[src/rtl/core/crt_pkg.sv]
// Shared types, codes and a helper function for the command retransmit tracker.
package crt_pkg;

	typedef enum logic [1:0] {
		OP_SEND   = 2'd0,
		OP_TICK   = 2'd1,
		OP_ACK    = 2'd2,
		OP_UPLINK = 2'd3
	} op_t;

	typedef enum logic [1:0] {
		EV_DISPATCH  = 2'd0,
		EV_CONFIRMED = 2'd1,
		EV_EXPIRED   = 2'd2,
		EV_REJECTED  = 2'd3
	} ev_t;

	typedef enum logic [1:0] {
		REG_RETRY_COUNT   = 2'd0,
		REG_RETRY_GAP     = 2'd1,
		REG_PROBE_GAP     = 2'd2,
		REG_PENDING_LIMIT = 2'd3
	} reg_idx_t;

	localparam int MAX_RESULTS = 4;
	localparam logic [2:0] NODE_FIRST = 3'd1;
	localparam logic [2:0] NODE_LAST = 3'd4;
	localparam logic [15:0] SEQ_FIRST = 16'd1;
	localparam int CFG_W = 24;

	typedef struct packed {
		op_t         operation;
		logic [2:0]  node_id;
		logic [15:0] ack_seq;
		logic        request_valid;
		logic [31:0] now_ms;
	} crt_in_t;

	typedef struct packed {
		ev_t         event_res;
		logic [2:0]  event_node;
		logic [15:0] event_seq;
		logic        last;
	} crt_out_t;

	typedef struct packed {
		logic [3:0]  retry_count;
		logic [15:0] retry_gap_ms;
		logic [15:0] probe_gap_ms;
		logic [23:0] pending_limit_ms;
	} crt_cfg_t;

	typedef struct packed {
		logic load;
		logic walk;
		logic finish;
	} crt_ctl_t;

	// True when time now has reached time t under wrapping comparison.
	function automatic logic reached(input logic [31:0] now, input logic [31:0] t);
		logic [31:0] diff;
		diff = now - t;
		return ~diff[31];
	endfunction

endpackage

[src/rtl/core/command_retransmit_tracker_unit.sv]
// Top level of the command retransmit tracker with configuration registers.
//
// The block keeps one pending downlink command per node in a table of SLOTS
// slots and reports dispatch, confirmation, expiry and rejection events.
// A transaction is accepted on a rising edge where start is high and busy
// is low; the item port holds the operation and its fields at that edge.
// Every transaction walks the slot table one slot per cycle, then takes a
// final action step; busy is high through both, and a new transaction is
// accepted only in idle. Results appear on result with result_valid high for
// exactly one cycle each; the last result of a transaction has its last field
// set and appears in the cycle in which busy falls. A tick gives up to four
// results, the others one or none. The receiver cannot hold results off, and
// none are buffered. Configuration is written through cfg_write, cfg_index
// and cfg_data; the user must do so only while the block is idle, which the
// block does not enforce. Reset clears all slots, sets the sequence counter
// to one and loads the default register values; no clearing pass is needed.
module command_retransmit_tracker_unit
	import crt_pkg::*;
#(
	parameter int SLOTS = 4
) (
	input  logic             clk,
	input  logic             arst_n,
	input  logic             start,
	output logic             busy,
	input  crt_in_t          item,
	output crt_out_t         result,
	output logic             result_valid,
	input  logic             cfg_write,
	input  reg_idx_t         cfg_index,
	input  logic [CFG_W-1:0] cfg_data
);

	localparam int IDX_W = (SLOTS > 1) ? $clog2(SLOTS) : 1;

	crt_cfg_t cfg_q;
	crt_ctl_t ctl;
	logic [IDX_W-1:0] idx;

	always_ff @(posedge clk or negedge arst_n) begin
		if (!arst_n) begin
			cfg_q.retry_count <= 4'd3;
			cfg_q.retry_gap_ms <= 16'd150;
			cfg_q.probe_gap_ms <= 16'd1000;
			cfg_q.pending_limit_ms <= 24'd30000;
		end else if (cfg_write) begin
			unique case (cfg_index)
				REG_RETRY_COUNT: cfg_q.retry_count <= cfg_data[3:0];
				REG_RETRY_GAP: cfg_q.retry_gap_ms <= cfg_data[15:0];
				REG_PROBE_GAP: cfg_q.probe_gap_ms <= cfg_data[15:0];
				REG_PENDING_LIMIT: cfg_q.pending_limit_ms <= cfg_data[23:0];
				default: cfg_q <= cfg_q;
			endcase
		end
	end

	crt_ctrl #(
		.SLOTS(SLOTS),
		.IDX_W(IDX_W)
	) u_ctrl (
		.clk(clk),
		.arst_n(arst_n),
		.start(start),
		.busy(busy),
		.ctl(ctl),
		.idx(idx)
	);

	crt_dp #(
		.SLOTS(SLOTS),
		.IDX_W(IDX_W)
	) u_dp (
		.clk(clk),
		.arst_n(arst_n),
		.ctl(ctl),
		.idx(idx),
		.item(item),
		.cfg(cfg_q),
		.result(result),
		.result_valid(result_valid)
	);

	a_result_in_busy: assert property (@(posedge clk) disable iff (!arst_n)
		result_valid |-> $past(busy))
		else $error("result issued outside a transaction");

	a_last_alone: assert property (@(posedge clk) disable iff (!arst_n)
		(result_valid && result.last) |=> !result_valid)
		else $error("result followed the last result of a transaction");

	a_accept_busy: assert property (@(posedge clk) disable iff (!arst_n)
		(start && !busy) |=> busy)
		else $error("accepted transaction did not raise busy");

endmodule

[src/rtl/core/crt_ctrl.sv]
// Controller state machine that sequences the slot walk and the final action.
module crt_ctrl
	import crt_pkg::*;
#(
	parameter int SLOTS = 4,
	parameter int IDX_W = 2
) (
	input  logic             clk,
	input  logic             arst_n,
	input  logic             start,
	output logic             busy,
	output crt_ctl_t         ctl,
	output logic [IDX_W-1:0] idx
);

	typedef enum logic [2:0] {
		ST_IDLE   = 3'b001,
		ST_WALK   = 3'b010,
		ST_FINISH = 3'b100
	} state_t;

	state_t state_q;
	logic [IDX_W-1:0] idx_q;
	logic idx_end;

	assign idx_end = (idx_q == IDX_W'(SLOTS - 1));

	always_ff @(posedge clk or negedge arst_n) begin
		if (!arst_n) begin
			state_q <= ST_IDLE;
			idx_q <= '0;
		end else begin
			unique case (state_q)
				ST_IDLE: begin
					idx_q <= '0;
					if (start) state_q <= ST_WALK;
				end
				ST_WALK: begin
					if (idx_end) begin
						state_q <= ST_FINISH;
					end else begin
						idx_q <= idx_q + 1'b1;
					end
				end
				ST_FINISH: state_q <= ST_IDLE;
				default: state_q <= ST_IDLE;
			endcase
		end
	end

	assign busy = (state_q != ST_IDLE);
	assign idx = idx_q;
	assign ctl.load = start && (state_q == ST_IDLE);
	assign ctl.walk = (state_q == ST_WALK);
	assign ctl.finish = (state_q == ST_FINISH);

endmodule

[src/rtl/core/crt_dp.sv]
// Datapath with the slot table, the search and retry logic and the result register.
module crt_dp
	import crt_pkg::*;
#(
	parameter int SLOTS = 4,
	parameter int IDX_W = 2
) (
	input  logic             clk,
	input  logic             arst_n,
	input  crt_ctl_t         ctl,
	input  logic [IDX_W-1:0] idx,
	input  crt_in_t          item,
	input  crt_cfg_t         cfg,
	output crt_out_t         result,
	output logic             result_valid
);

	logic        busy_q [SLOTS];
	logic [2:0]  node_q [SLOTS];
	logic [15:0] seq_q [SLOTS];
	logic [3:0]  retries_q [SLOTS];
	logic [31:0] next_q [SLOTS];
	logic [31:0] dead_q [SLOTS];

	crt_in_t item_q;
	logic [15:0] next_seq_q;
	logic hit_q;
	logic free_q;
	logic [IDX_W-1:0] hit_idx_q;
	logic [IDX_W-1:0] free_idx_q;
	logic [15:0] hit_seq_q;
	logic hit_due_q;
	logic [2:0] n_q;
	logic pend_valid_q;
	crt_out_t pend_q;
	crt_out_t res_q;
	logic res_valid_q;

	logic rd_busy;
	logic [2:0] rd_node;
	logic [15:0] rd_seq;
	logic [3:0] rd_retries;
	logic [31:0] rd_next;
	logic [31:0] rd_dead;

	logic node_ok;
	logic tk_act;
	logic tk_dead;
	logic tk_due;
	logic tk_emit;
	logic [3:0] ret_dec;
	logic [15:0] tk_gap;
	logic snd_ok;
	logic [IDX_W-1:0] snd_idx;
	logic ack_match;
	logic [15:0] seq_inc;

	logic [IDX_W-1:0] wr_addr;
	logic wr_busy_en;
	logic wr_busy_val;
	logic wr_fields_en;
	logic wr_ret_en;
	logic [3:0] wr_ret_val;
	logic wr_next_en;
	logic [31:0] wr_next_val;

	logic fin_valid;
	crt_out_t fin_res;
	crt_out_t tk_res;

	assign rd_busy = busy_q[idx];
	assign rd_node = node_q[idx];
	assign rd_seq = seq_q[idx];
	assign rd_retries = retries_q[idx];
	assign rd_next = next_q[idx];
	assign rd_dead = dead_q[idx];

	assign node_ok = (item_q.node_id >= NODE_FIRST) && (item_q.node_id <= NODE_LAST);

	assign tk_dead = reached(item_q.now_ms, rd_dead);
	assign tk_due = reached(item_q.now_ms, rd_next);
	assign tk_act = ctl.walk && (item_q.operation == OP_TICK) && rd_busy
		&& (n_q < 3'(MAX_RESULTS));
	assign tk_emit = tk_act && (tk_dead || tk_due);
	assign ret_dec = rd_retries - 4'd1;
	assign tk_gap = ((rd_retries != 4'd0) && (ret_dec != 4'd0)) ? cfg.retry_gap_ms
		: cfg.probe_gap_ms;

	assign snd_idx = hit_q ? hit_idx_q : free_idx_q;
	assign snd_ok = item_q.request_valid && node_ok && (hit_q || free_q);
	assign ack_match = (item_q.ack_seq == 16'd0) || (item_q.ack_seq == hit_seq_q);
	assign seq_inc = next_seq_q + 16'd1;

	always_comb begin
		tk_res.event_res = tk_dead ? EV_EXPIRED : EV_DISPATCH;
		tk_res.event_node = rd_node;
		tk_res.event_seq = rd_seq;
		tk_res.last = 1'b0;
	end

	always_comb begin
		wr_addr = idx;
		wr_busy_en = 1'b0;
		wr_busy_val = 1'b0;
		wr_fields_en = 1'b0;
		wr_ret_en = 1'b0;
		wr_ret_val = ret_dec;
		wr_next_en = 1'b0;
		wr_next_val = item_q.now_ms + {16'd0, tk_gap};
		fin_valid = 1'b0;
		fin_res.event_res = EV_DISPATCH;
		fin_res.event_node = item_q.node_id;
		fin_res.event_seq = next_seq_q;
		fin_res.last = 1'b1;
		if (tk_act) begin
			if (tk_dead) begin
				wr_busy_en = 1'b1;
			end else if (tk_due) begin
				wr_ret_en = (rd_retries != 4'd0);
				wr_next_en = 1'b1;
			end
		end
		if (ctl.finish) begin
			case (item_q.operation)
				OP_SEND: begin
					fin_valid = 1'b1;
					if (snd_ok) begin
						wr_addr = snd_idx;
						wr_busy_en = 1'b1;
						wr_busy_val = 1'b1;
						wr_fields_en = 1'b1;
						wr_ret_en = 1'b1;
						wr_ret_val = cfg.retry_count;
						wr_next_en = 1'b1;
						wr_next_val = item_q.now_ms + {16'd0, cfg.retry_gap_ms};
					end else begin
						fin_res.event_res = EV_REJECTED;
						fin_res.event_seq = 16'd0;
					end
				end
				OP_TICK: begin
					fin_valid = pend_valid_q;
					fin_res = pend_q;
					fin_res.last = 1'b1;
				end
				OP_ACK, OP_UPLINK: begin
					fin_res.event_res = EV_CONFIRMED;
					fin_res.event_seq = hit_seq_q;
					if (node_ok && hit_q) begin
						wr_addr = hit_idx_q;
						wr_next_en = hit_due_q;
						wr_next_val = item_q.now_ms;
						if ((item_q.operation == OP_ACK) && ack_match) begin
							wr_busy_en = 1'b1;
							fin_valid = 1'b1;
						end
					end
				end
				default: fin_valid = 1'b0;
			endcase
		end
	end

	always_ff @(posedge clk) begin
		if (wr_fields_en) begin
			node_q[wr_addr] <= item_q.node_id;
			seq_q[wr_addr] <= next_seq_q;
			dead_q[wr_addr] <= item_q.now_ms + {8'd0, cfg.pending_limit_ms};
		end
		if (wr_ret_en) retries_q[wr_addr] <= wr_ret_val;
		if (wr_next_en) next_q[wr_addr] <= wr_next_val;
		if (ctl.load) item_q <= item;
		if (ctl.walk) begin
			if (rd_busy && (rd_node == item_q.node_id) && !hit_q) begin
				hit_idx_q <= idx;
				hit_seq_q <= rd_seq;
				hit_due_q <= tk_due;
			end
			if (!rd_busy && !free_q) free_idx_q <= idx;
		end
		if (tk_emit) pend_q <= tk_res;
		if (tk_emit && pend_valid_q) begin
			res_q <= pend_q;
		end else if (fin_valid) begin
			res_q <= fin_res;
		end
	end

	always_ff @(posedge clk or negedge arst_n) begin
		if (!arst_n) begin
			for (int i = 0; i < SLOTS; i++) busy_q[i] <= 1'b0;
			next_seq_q <= SEQ_FIRST;
			hit_q <= 1'b0;
			free_q <= 1'b0;
			n_q <= '0;
			pend_valid_q <= 1'b0;
			res_valid_q <= 1'b0;
		end else begin
			res_valid_q <= (tk_emit && pend_valid_q) || fin_valid;
			if (wr_busy_en) busy_q[wr_addr] <= wr_busy_val;
			if (wr_fields_en) next_seq_q <= (seq_inc == 16'd0) ? SEQ_FIRST : seq_inc;
			if (ctl.load) begin
				hit_q <= 1'b0;
				free_q <= 1'b0;
				n_q <= '0;
				pend_valid_q <= 1'b0;
			end else if (ctl.walk) begin
				if (rd_busy && (rd_node == item_q.node_id)) hit_q <= 1'b1;
				if (!rd_busy) free_q <= 1'b1;
				if (tk_emit) begin
					pend_valid_q <= 1'b1;
					n_q <= n_q + 3'd1;
				end
			end else if (ctl.finish) begin
				pend_valid_q <= 1'b0;
			end
		end
	end

	assign result = res_q;
	assign result_valid = res_valid_q;

endmodule
[config.mk]
export PLATFORM = sky130hd
export DESIGN_NAME = command_retransmit_tracker_unit
export DESIGN_NICKNAME = d
export VERILOG_FILES = /design/src/rtl/core/crt_pkg.sv /design/src/rtl/core/command_retransmit_tracker_unit.sv /design/src/rtl/core/crt_ctrl.sv /design/src/rtl/core/crt_dp.sv
export SDC_FILE = /design/constraint.sdc
export NUM_CORES = 1
export LEC_CHECK = 0
export BUFFER_PORTS_ARGS = -buffer_cell sky130_fd_sc_hd__buf_2
export CAP_MARGIN = 10
export CORE_MARGIN = 3
export CORE_UTILIZATION = 48
export DETAILED_ROUTE_END_ITERATION = 10
export PLACE_DENSITY = 0.7
export SYNTH_ARGS = -nofsm -noshare
export SYNTH_HDL_FRONTEND = slang
export SYNTH_SLANG_ARGS = --single-unit
[constraint.sdc]
create_clock -name clk -period 7.4 [get_ports clk]
set_input_delay 0.74 -clock clk [delete_from_list [all_inputs] [get_ports clk]]
set_output_delay 0.74 -clock clk [all_outputs]
set_load 0.02 [all_outputs]
**Yosys cells after proc, flatten, opt, wreduce, memory -nomap -nowiden**

Memories as Yosys holds them, arrays and structs flattened.
Cells that the tools add are included.

- Bits in registers: 210
- RAM bits: 348
- Memories kept: 5
- Bits of input ports: 84
- Word-level logic and storage cells: 202
- Output and inout bits: 24

- Add/sub/neg operators: 9
- Magnitude comparators: 6
- Bitwise gates (word level): 4
- Eq/ne operators: 18
- Reductions and logical operators: 48
- Multiplexer cells: 80

Memory list:

| memory | words | bits a word | read ports | clocked after Yosys merged registers in | write ports | line | RTL |
|---|---|---|---|---|---|---|---|
| u_dp.dead_q | 4 | 32 | 1 | 0 | 1 | crt_dp.sv:23 | `logic [31:0] dead_q [SLOTS];` |
| u_dp.next_q | 4 | 32 | 1 | 0 | 1 | crt_dp.sv:22 | `logic [31:0] next_q [SLOTS];` |
| u_dp.seq_q | 4 | 16 | 1 | 0 | 1 | crt_dp.sv:20 | `logic [15:0] seq_q [SLOTS];` |
| u_dp.retries_q | 4 | 4 | 1 | 0 | 1 | crt_dp.sv:21 | `logic [3:0] retries_q [SLOTS];` |
| u_dp.node_q | 4 | 3 | 1 | 0 | 1 | crt_dp.sv:19 | `logic [2:0] node_q [SLOTS];` |

Operators by type and width:

| kind | count |
|---|---|
| $mux W32 | 3 |
| $mux W22 | 3 |
| $add A32 B16 Y32 | 2 |
| $pmux W32 S2 | 1 |
| $sub A32 B32 Y32 | 2 |
| $mux W16 | 3 |
| $pmux W16 S3 | 1 |
| $mux W1 | 43 |
| $add A32 B24 Y32 | 1 |
| $logic_not A16 Y1 | 2 |
| $reduce_and A2 Y1 | 12 |
| $mux W3 | 6 |
| $add A16 B1 Y16 const B | 1 |
| $eq A16 B16 Y1 | 1 |
| $logic_and A1 B1 Y1 | 16 |
| $mux W2 | 7 |
| $mux W4 | 3 |
| $eq A2 B2 Y1 const B | 5 |
| $reduce_bool A2 Y1 | 5 |
| $ne A2 B2 Y1 const B | 4 |
| $pmux W2 S2 | 2 |
| $reduce_bool A4 Y1 | 2 |
| $ge A3 B3 Y1 const B | 2 |
| $not A2 Y3 | 2 |
| 27 further kinds | 36 |

**Logic depth before layout (Yosys ltp)**

- Depth after elaboration: 13
- Depth in mapped cells: 20
- Mapped depth without buffers: 18

**Cells and area by module**

Synthesis repeated with hierarchy kept, for this count alone.

- Cell total of the unflattened synthesis: 1812
- Area total of the unflattened synthesis: 26855.8 um2

By module, submodules not included:

| module | times used | cells each | area an instance (um2) |
|---|---|---|---|
| crt_dp | 1 | 1659 | 24080.6 |
| command_retransmit_tracker_unit | 1 | 128 | 2479.9 |
| crt_ctrl | 1 | 25 | 295.3 |

**Least setup slack after synthesis**

No wires, ideal clock.

- Kind: reg-to-reg
- From: reg u_ctrl.idx_q[0], in the netlist u_ctrl.idx[0]
- To: mem u_dp.next_q[1][0], enable pin
- Stages on the path, launching flop included: 15
- Clock period less this slack: 6.308 ns
- Path slack: 1.092 ns
- Arrival time: 5.847 ns
- Setup time: 0.461 ns
- Path through: dfrtp_1 > buf_2 > buf_2 > buf_1 > mux4_2 > inv_1 > ha_1 > a21o_1 > a211o_1 > a211oi_1 > a31oi_1 > nor2_1 > xnor2_2 > a31oi_1 > nor3_1

- Word-level cells in the longest chain between the ends: 12

Ends and longest elaborated chain:

| what | line | RTL |
|---|---|---|
| start, declared | crt_ctrl.sv:23 | `logic [IDX_W-1:0] idx_q;` |
| start signal, assigned | crt_ctrl.sv:42 | `idx_q <= idx_q + 1'b1;` |
| parallel branches: the longest is 12 deep, another holds $mem_v2 Z4 W32 | - |  |
| end, declared | crt_dp.sv:22 |  |

Several ways; the timed one is not identified. The select of a mux whose other input is x is not followed.

**Worst setup path after layout**

- From: reg u_ctrl.idx_q[0], in the netlist u_ctrl.idx[0]
- To: mem u_dp.next_q[2][26], data pin

- Word-level cells in the longest chain between the ends: 9

Ends and longest elaborated chain:

| what | line | RTL |
|---|---|---|
| $mem_v2 Z4 W4 * | - |  |
| $sub A4 B1 Y4 | crt_dp.sv:85 | `assign ret_dec = rd_retries - 4'd1;` |
| $reduce_bool A4 Y1 | crt_dp.sv:86 | `assign tk_gap = ((rd_retries != 4'd0) && (ret_dec != 4'd0)) ? cfg.retry_gap_ms` |
| $logic_and A1 B1 Y1 * | crt_dp.sv:86 |  |
| $mux W16 * | crt_dp.sv:86 |  |
| $add A32 B16 Y32 * | crt_dp.sv:109 | `wr_next_val = item_q.now_ms + {16'd0, tk_gap};` |
| $mux W32 (on tied branches) | crt_dp.sv:149, crt_dp.sv:127 |  |
| $pmux W32 S2 | crt_dp.sv:124 | `case (item_q.operation)` |
| $mux W32 * | crt_dp.sv:123 | `if (ctl.finish) begin` |
| named net u_dp.wr_next_val[26] | crt_dp.sv:65 | `logic [31:0] wr_next_val;` |

The timed path passes the listed nets; every way through them passes the cells marked *.

==> impl_summary.md <==
Pwr
The portion of total power attributed to the clock network is 31.7%. Per report_power, the sequential group accounts for 43.0% of the total. IR analysis of the VDD net gives a maximum drop of 0.000199 V. In this run the power density over the cells is 325 nW/um2.

The static power due to leakage is 10.9 nW. The combinational share of power is 25.3%. The power consumption is 9.60 mW. The internal power of the cells totals 6.71 mW.

For this design the total switching power over the nets is 2.89 mW. The switching portion of total power is 30.1%.

GRT
For this run, the total global-route usage over all layers was measured as 21.1%. The number of antenna violations at the first check in global routing came to 0. The number of global-route vias before repair is 16400.

For this run the aggregate overflow at the end of global routing stands at 0. Entering global routing, the biggest net connects 61 pins. The wire length of the first global-routing pass is 92600 um.

Routing
For this block, the via count after detailed routing is 15700. Summed over all layers, the routed wires come to 59400 um. In the final routed layout, each cell accounts on average for 22.5 um.

In this run the remaining antenna-violating nets after routing total 0. In this run, the number of DRC markers left after iteration 0 of detailed routing was 1237. The ratio of routed vias to standard cells is 5.97. The detailed-routing iteration count for the pre-antenna-repair pass is 7. After detailed routing, the number of remaining DRC violations is 0.

Logic synthesis
Of the total synthesized cell area, the portion taken by full adders, half adders and majority gates is 6.08%. The distinct cell type count of the synthesized netlist is 78. The XOR/XNOR share of the synthesized area is 3.45%. The synthesized area per cell is 14.8 um2. The compound-cell area share of the yosys netlist is 8.18%. The mux share of post-synthesis cell area is 11.2%. Of the synthesized area, sequential elements account for 62.4%. In the synthesized netlist the dominant register cell turns out to be edfxtp_1. The number of warnings reported in the yosys synthesis log is 0. The number of synthesized flops with an enable pin is 465. The main combinational cell family by area after synthesis is multiplexers. Summing the areas of all and, or, nand and nor instances in the mapped netlist gives 6.40% of the synthesized area.

Counting every net in the synthesized netlist gives 1971. The proportion of register bits with asynchronous set or reset after synthesis is 16.5%. The synthesized design contains 557 register bits. Counting every instance in the synthesized netlist gives 1762. The mapped netlist covers 26100 um2.

Timing
Setup violations remaining at the end of the flow were counted as 0. Hold is met by 0.0734 ns. Setup slack closes at 1.40 ns. The clock skew after layout is 0.0217 ns. Setup repair after global routing left no endpoint under its margin.

The actual transition at the worst max-transition pin is 1.21 ns. Subtracting the final worst setup slack from the clock period gives 6.00 ns. Based on the critical path, the design can be clocked at up to 167 MHz. The number of max-slew violations in the final report is 0. The worst slew margin relative to its limit is 18.9%. The final worst-path cycle share is 81.1%. The summed negative setup slack over all endpoints is 0 ns.

The count of endpoints failing hold in the final timing report is 0.

Setup path
The data arrival time of the critical path is 6.41 ns. The data required time of the worst path is 7.81 ns. The category of the critical setup timing path is flop to flop. In this run the worst path has a maximum fanout of 24. The worst setup path is launched from a flop. The endpoint kind of the worst setup timing path is a flop. The signal on the critical path passes through mux4_2 > inv_1 > ha_1 > xnor2_1 > a32oi_1 > buf_4 > mux2_2 > ha_1 > inv_1 > fa_1 > nand2b_1 > a31oi_1 > o311ai_0 > a211o_1 > a31oi_1 > o22ai_1 > a21oi_1 > xor2_1. The number of buffers and inverters on the critical path is 3.

The cell family with the largest share of critical-path delay is compound AO/OA/AOI/OAI gates. The capture instance of the worst register-to-register path is u_dp.next_q[2][26]$_DFFE_PP_. The number of cells on the worst reg-to-reg path is 18.

The register-to-register setup slack is 1.40 ns. The largest individual stage delay along the critical path comes from the cell dfrtp_4. The startpoint identified for the worst register-to-register timing path is u_ctrl.idx[0]$_DFFE_PN0P_. The biggest cell delay along the critical path is 0.79 ns.

Clock network
Clock latency on the worst-skew pair, taken at its later pin, is 0.63 ns. The buffer depth of the longest clock path is 3. The cell chosen for the clock root is clkbuf_16. The clock transition time at the flip-flop clock pins of the worst setup and hold paths is 0.06 ns. The total of hold buffers inserted after clock tree synthesis is 0. In this run, CTS created clock tree buffers numbering 58.

The H-tree depth is 2. Post-CTS timing repair inserted 0 buffers for setup. The total number of clock tree sinks is 557. After clock tree synthesis, the repair step resized 0 gates. The CTS tree is built.

Run
Max-cap violations in this run came to 0.

Placed design
The number of buffers inserted by port buffering is 107. Before CTS, the worst setup slack after placement is 1.57 ns. The congestion estimate from routability-driven global placement came to 0.869. Once detailed placement completed, the half-perimeter wirelength came to 40300 um.

The number of placed instances, taps included, is 2528.

Layout
The fill cell total of the finished layout is 4244. The total inserted antenna cells is 0. The top cell types in the final layout, fill and taps aside, are 465 x edfxtp_1, 122 x ha_1, 106 x buf_2. The library cell used most frequently in the layout, excluding fill and tap cells, is edfxtp_1. The area added between synthesis and finish is 13.2%. The final non-filler cell total is 2637.

The number of nets in the layout is 2109. In the final layout, the share of cells above drive strength 1 is 22.6%.

Die
The initial cell density of the core is 49.1%. The die covers 57200 um2. The y dimension of the die is 239 um.

The number of core rows is 84. The x dimension of the die is 239 um. The count of pins on the block boundary is 108. The placeable core region is 53200 um2.

Run status
The run finished with clean final reports.

Worst hold path
The class of the tightest hold or removal check is primary input to async pin.
-- power groups by stage --
| stage | logic, mW | registers (mW) | clock network, mW |
|---|---|---|---|
| 6_report | 2.43 | 4.13 | 3.04 |
| 5_1_grt | 2.72 | 4.15 | 3.23 |
| 4_1_cts | 2.42 | 4.13 | 3.10 |
| 3_5_place_dp | 2.40 | 4.19 | 0 |
| 3_3_place_gp | 2.29 | 4.19 | 0 |
| 2_1_floorplan | 1.85 | 4.05 | 0 |
-- worst reg2reg max path, cell delays in order, from the launching register on --
cell and delay, ns:
dfrtp_4 0.79, mux4_2 0.64, inv_1 0.11, ha_1 0.17
xnor2_1 0.10, a32oi_1 0.22, buf_4 0.28, mux2_2 0.20
ha_1 0.18, inv_1 0.06, fa_1 0.38, nand2b_1 0.17
a31oi_1 0.35, o311ai_0 0.27, a211o_1 0.34, a31oi_1 0.49
o22ai_1 0.44, a21oi_1 0.29, xor2_1 0.30
-- Yosys cell counts, types with 6 or more instances --
master    count  share of area (%)
nand2b_1     15               0.36
buf_1        10               0.14
a21oi_1      87                1.7
and3_1       29               0.70
nand3_1      32               0.61
o21bai_1      9               0.26
xor2_1       49                1.6
ha_1        122                5.8
xnor2_1      52                1.7
and2_1        7               0.17
mux4_2       84                7.2
clkbuf_1     41               0.59
or3_1         6               0.14
a22o_1        6               0.20
o21a_1       13               0.37
a31oi_1       9               0.22
dfstp_2      21                2.1
inv_1        90                1.3
nand2_1      73                1.0
nand4_1      22               0.53
a221o_1      17               0.65
nor2b_1       7               0.17
nor2_1       85                1.2
a21o_1       25               0.72
a211oi_1     18               0.52
o211ai_1      6               0.17
nor4_1       13               0.31
mux2_2       79                3.4
o21ai_0      66                1.3
dfrtp_1      71                6.8
a22oi_1      15               0.43
o22ai_1       7               0.17
nor3_1       26               0.50
edfxtp_1    465                 54
-- cell families after synthesis --
group	after synthesis
AO/OA/AOI/OAI	321
XOR/XNOR	102
adder cells (fa/ha/maj)	125
buffers and inverters	148
flip-flops	557
multiplexers	173
AND/OR/NAND/NOR	336
-- cell type report --
cell class	instances	area, um2	area share (%)
flip-flops and latches	557	16300	55.2
multi-input cells	1057	9280	31.4
clock buffers	67	1490	5.03
well taps	688	861	2.91
repair buffers	136	756	2.56
clock inverters	42	531	1.80
inverters	90	338	1.14
-- flip-flops by register name, summed over array words and instances, names as in the netlist, 2 cells and up --
register	cells
u_dp.seq_q	64
u_dp.n_q	3
cfg_q	60
u_dp.hit_seq_q	16
u_dp.retries_q	16
u_dp.hit_idx_q	2
u_dp.next_q	128
u_ctrl.idx	2
u_dp.result	22
u_dp.next_seq_q	16
u_dp.pend_q	20
u_dp.node_q	12
u_dp.free_idx_q	2
u_dp.busy_q	4
u_dp.dead_q	128
u_ctrl.state_q	3
u_dp.item_q	54
-- through the flow --
stage / instance area (um2) / utilization (%)
2_1_floorplan: 26100 / -
3_3_place_gp: 27500 / 51.8
3_5_place_dp: 27500 / 51.8
4_1_cts: 29600 / 55.6
5_1_grt: 29600 / 55.6
6_report: 29600 / 55.6
-- per-layer routing --
metal,vias up,track usage [%],share of wire [%]
met3,107,3.65,5.6
met1,8022,28.6,43
li1,7136,-,-
met2,474,35.3,49
met5,-,0,0
met4,0,6.03,2.6
-- worst max path at each step --
stage | startpoint | endpoint | slack [ns] | cells past startpoint
3_3_place_gp | u_ctrl.idx[0]$_DFFE_PN0P_ | u_dp.next_q[0][30]$_DFFE_PP_ | 1.69 | 17
5_1_grt | u_ctrl.idx[0]$_DFFE_PN0P_ | u_dp.next_q[3][30]$_DFFE_PP_ | 1.06 | 17
3_5_place_dp | u_ctrl.idx[0]$_DFFE_PN0P_ | u_dp.next_q[1][30]$_DFFE_PP_ | 1.57 | 17
4_1_cts | u_ctrl.idx[0]$_DFFE_PN0P_ | u_dp.next_q[3][30]$_DFFE_PP_ | 1.50 | 17
2_1_floorplan | u_ctrl.idx[0]$_DFFE_PN0P_ | u_dp.next_q[1][0]$_DFFE_PP_ | 1.09 | 14
6_report | u_ctrl.idx[0]$_DFFE_PN0P_ | u_dp.next_q[2][26]$_DFFE_PP_ | 1.40 | 18
No activity file was read; power rests on OpenSTA's default activity.
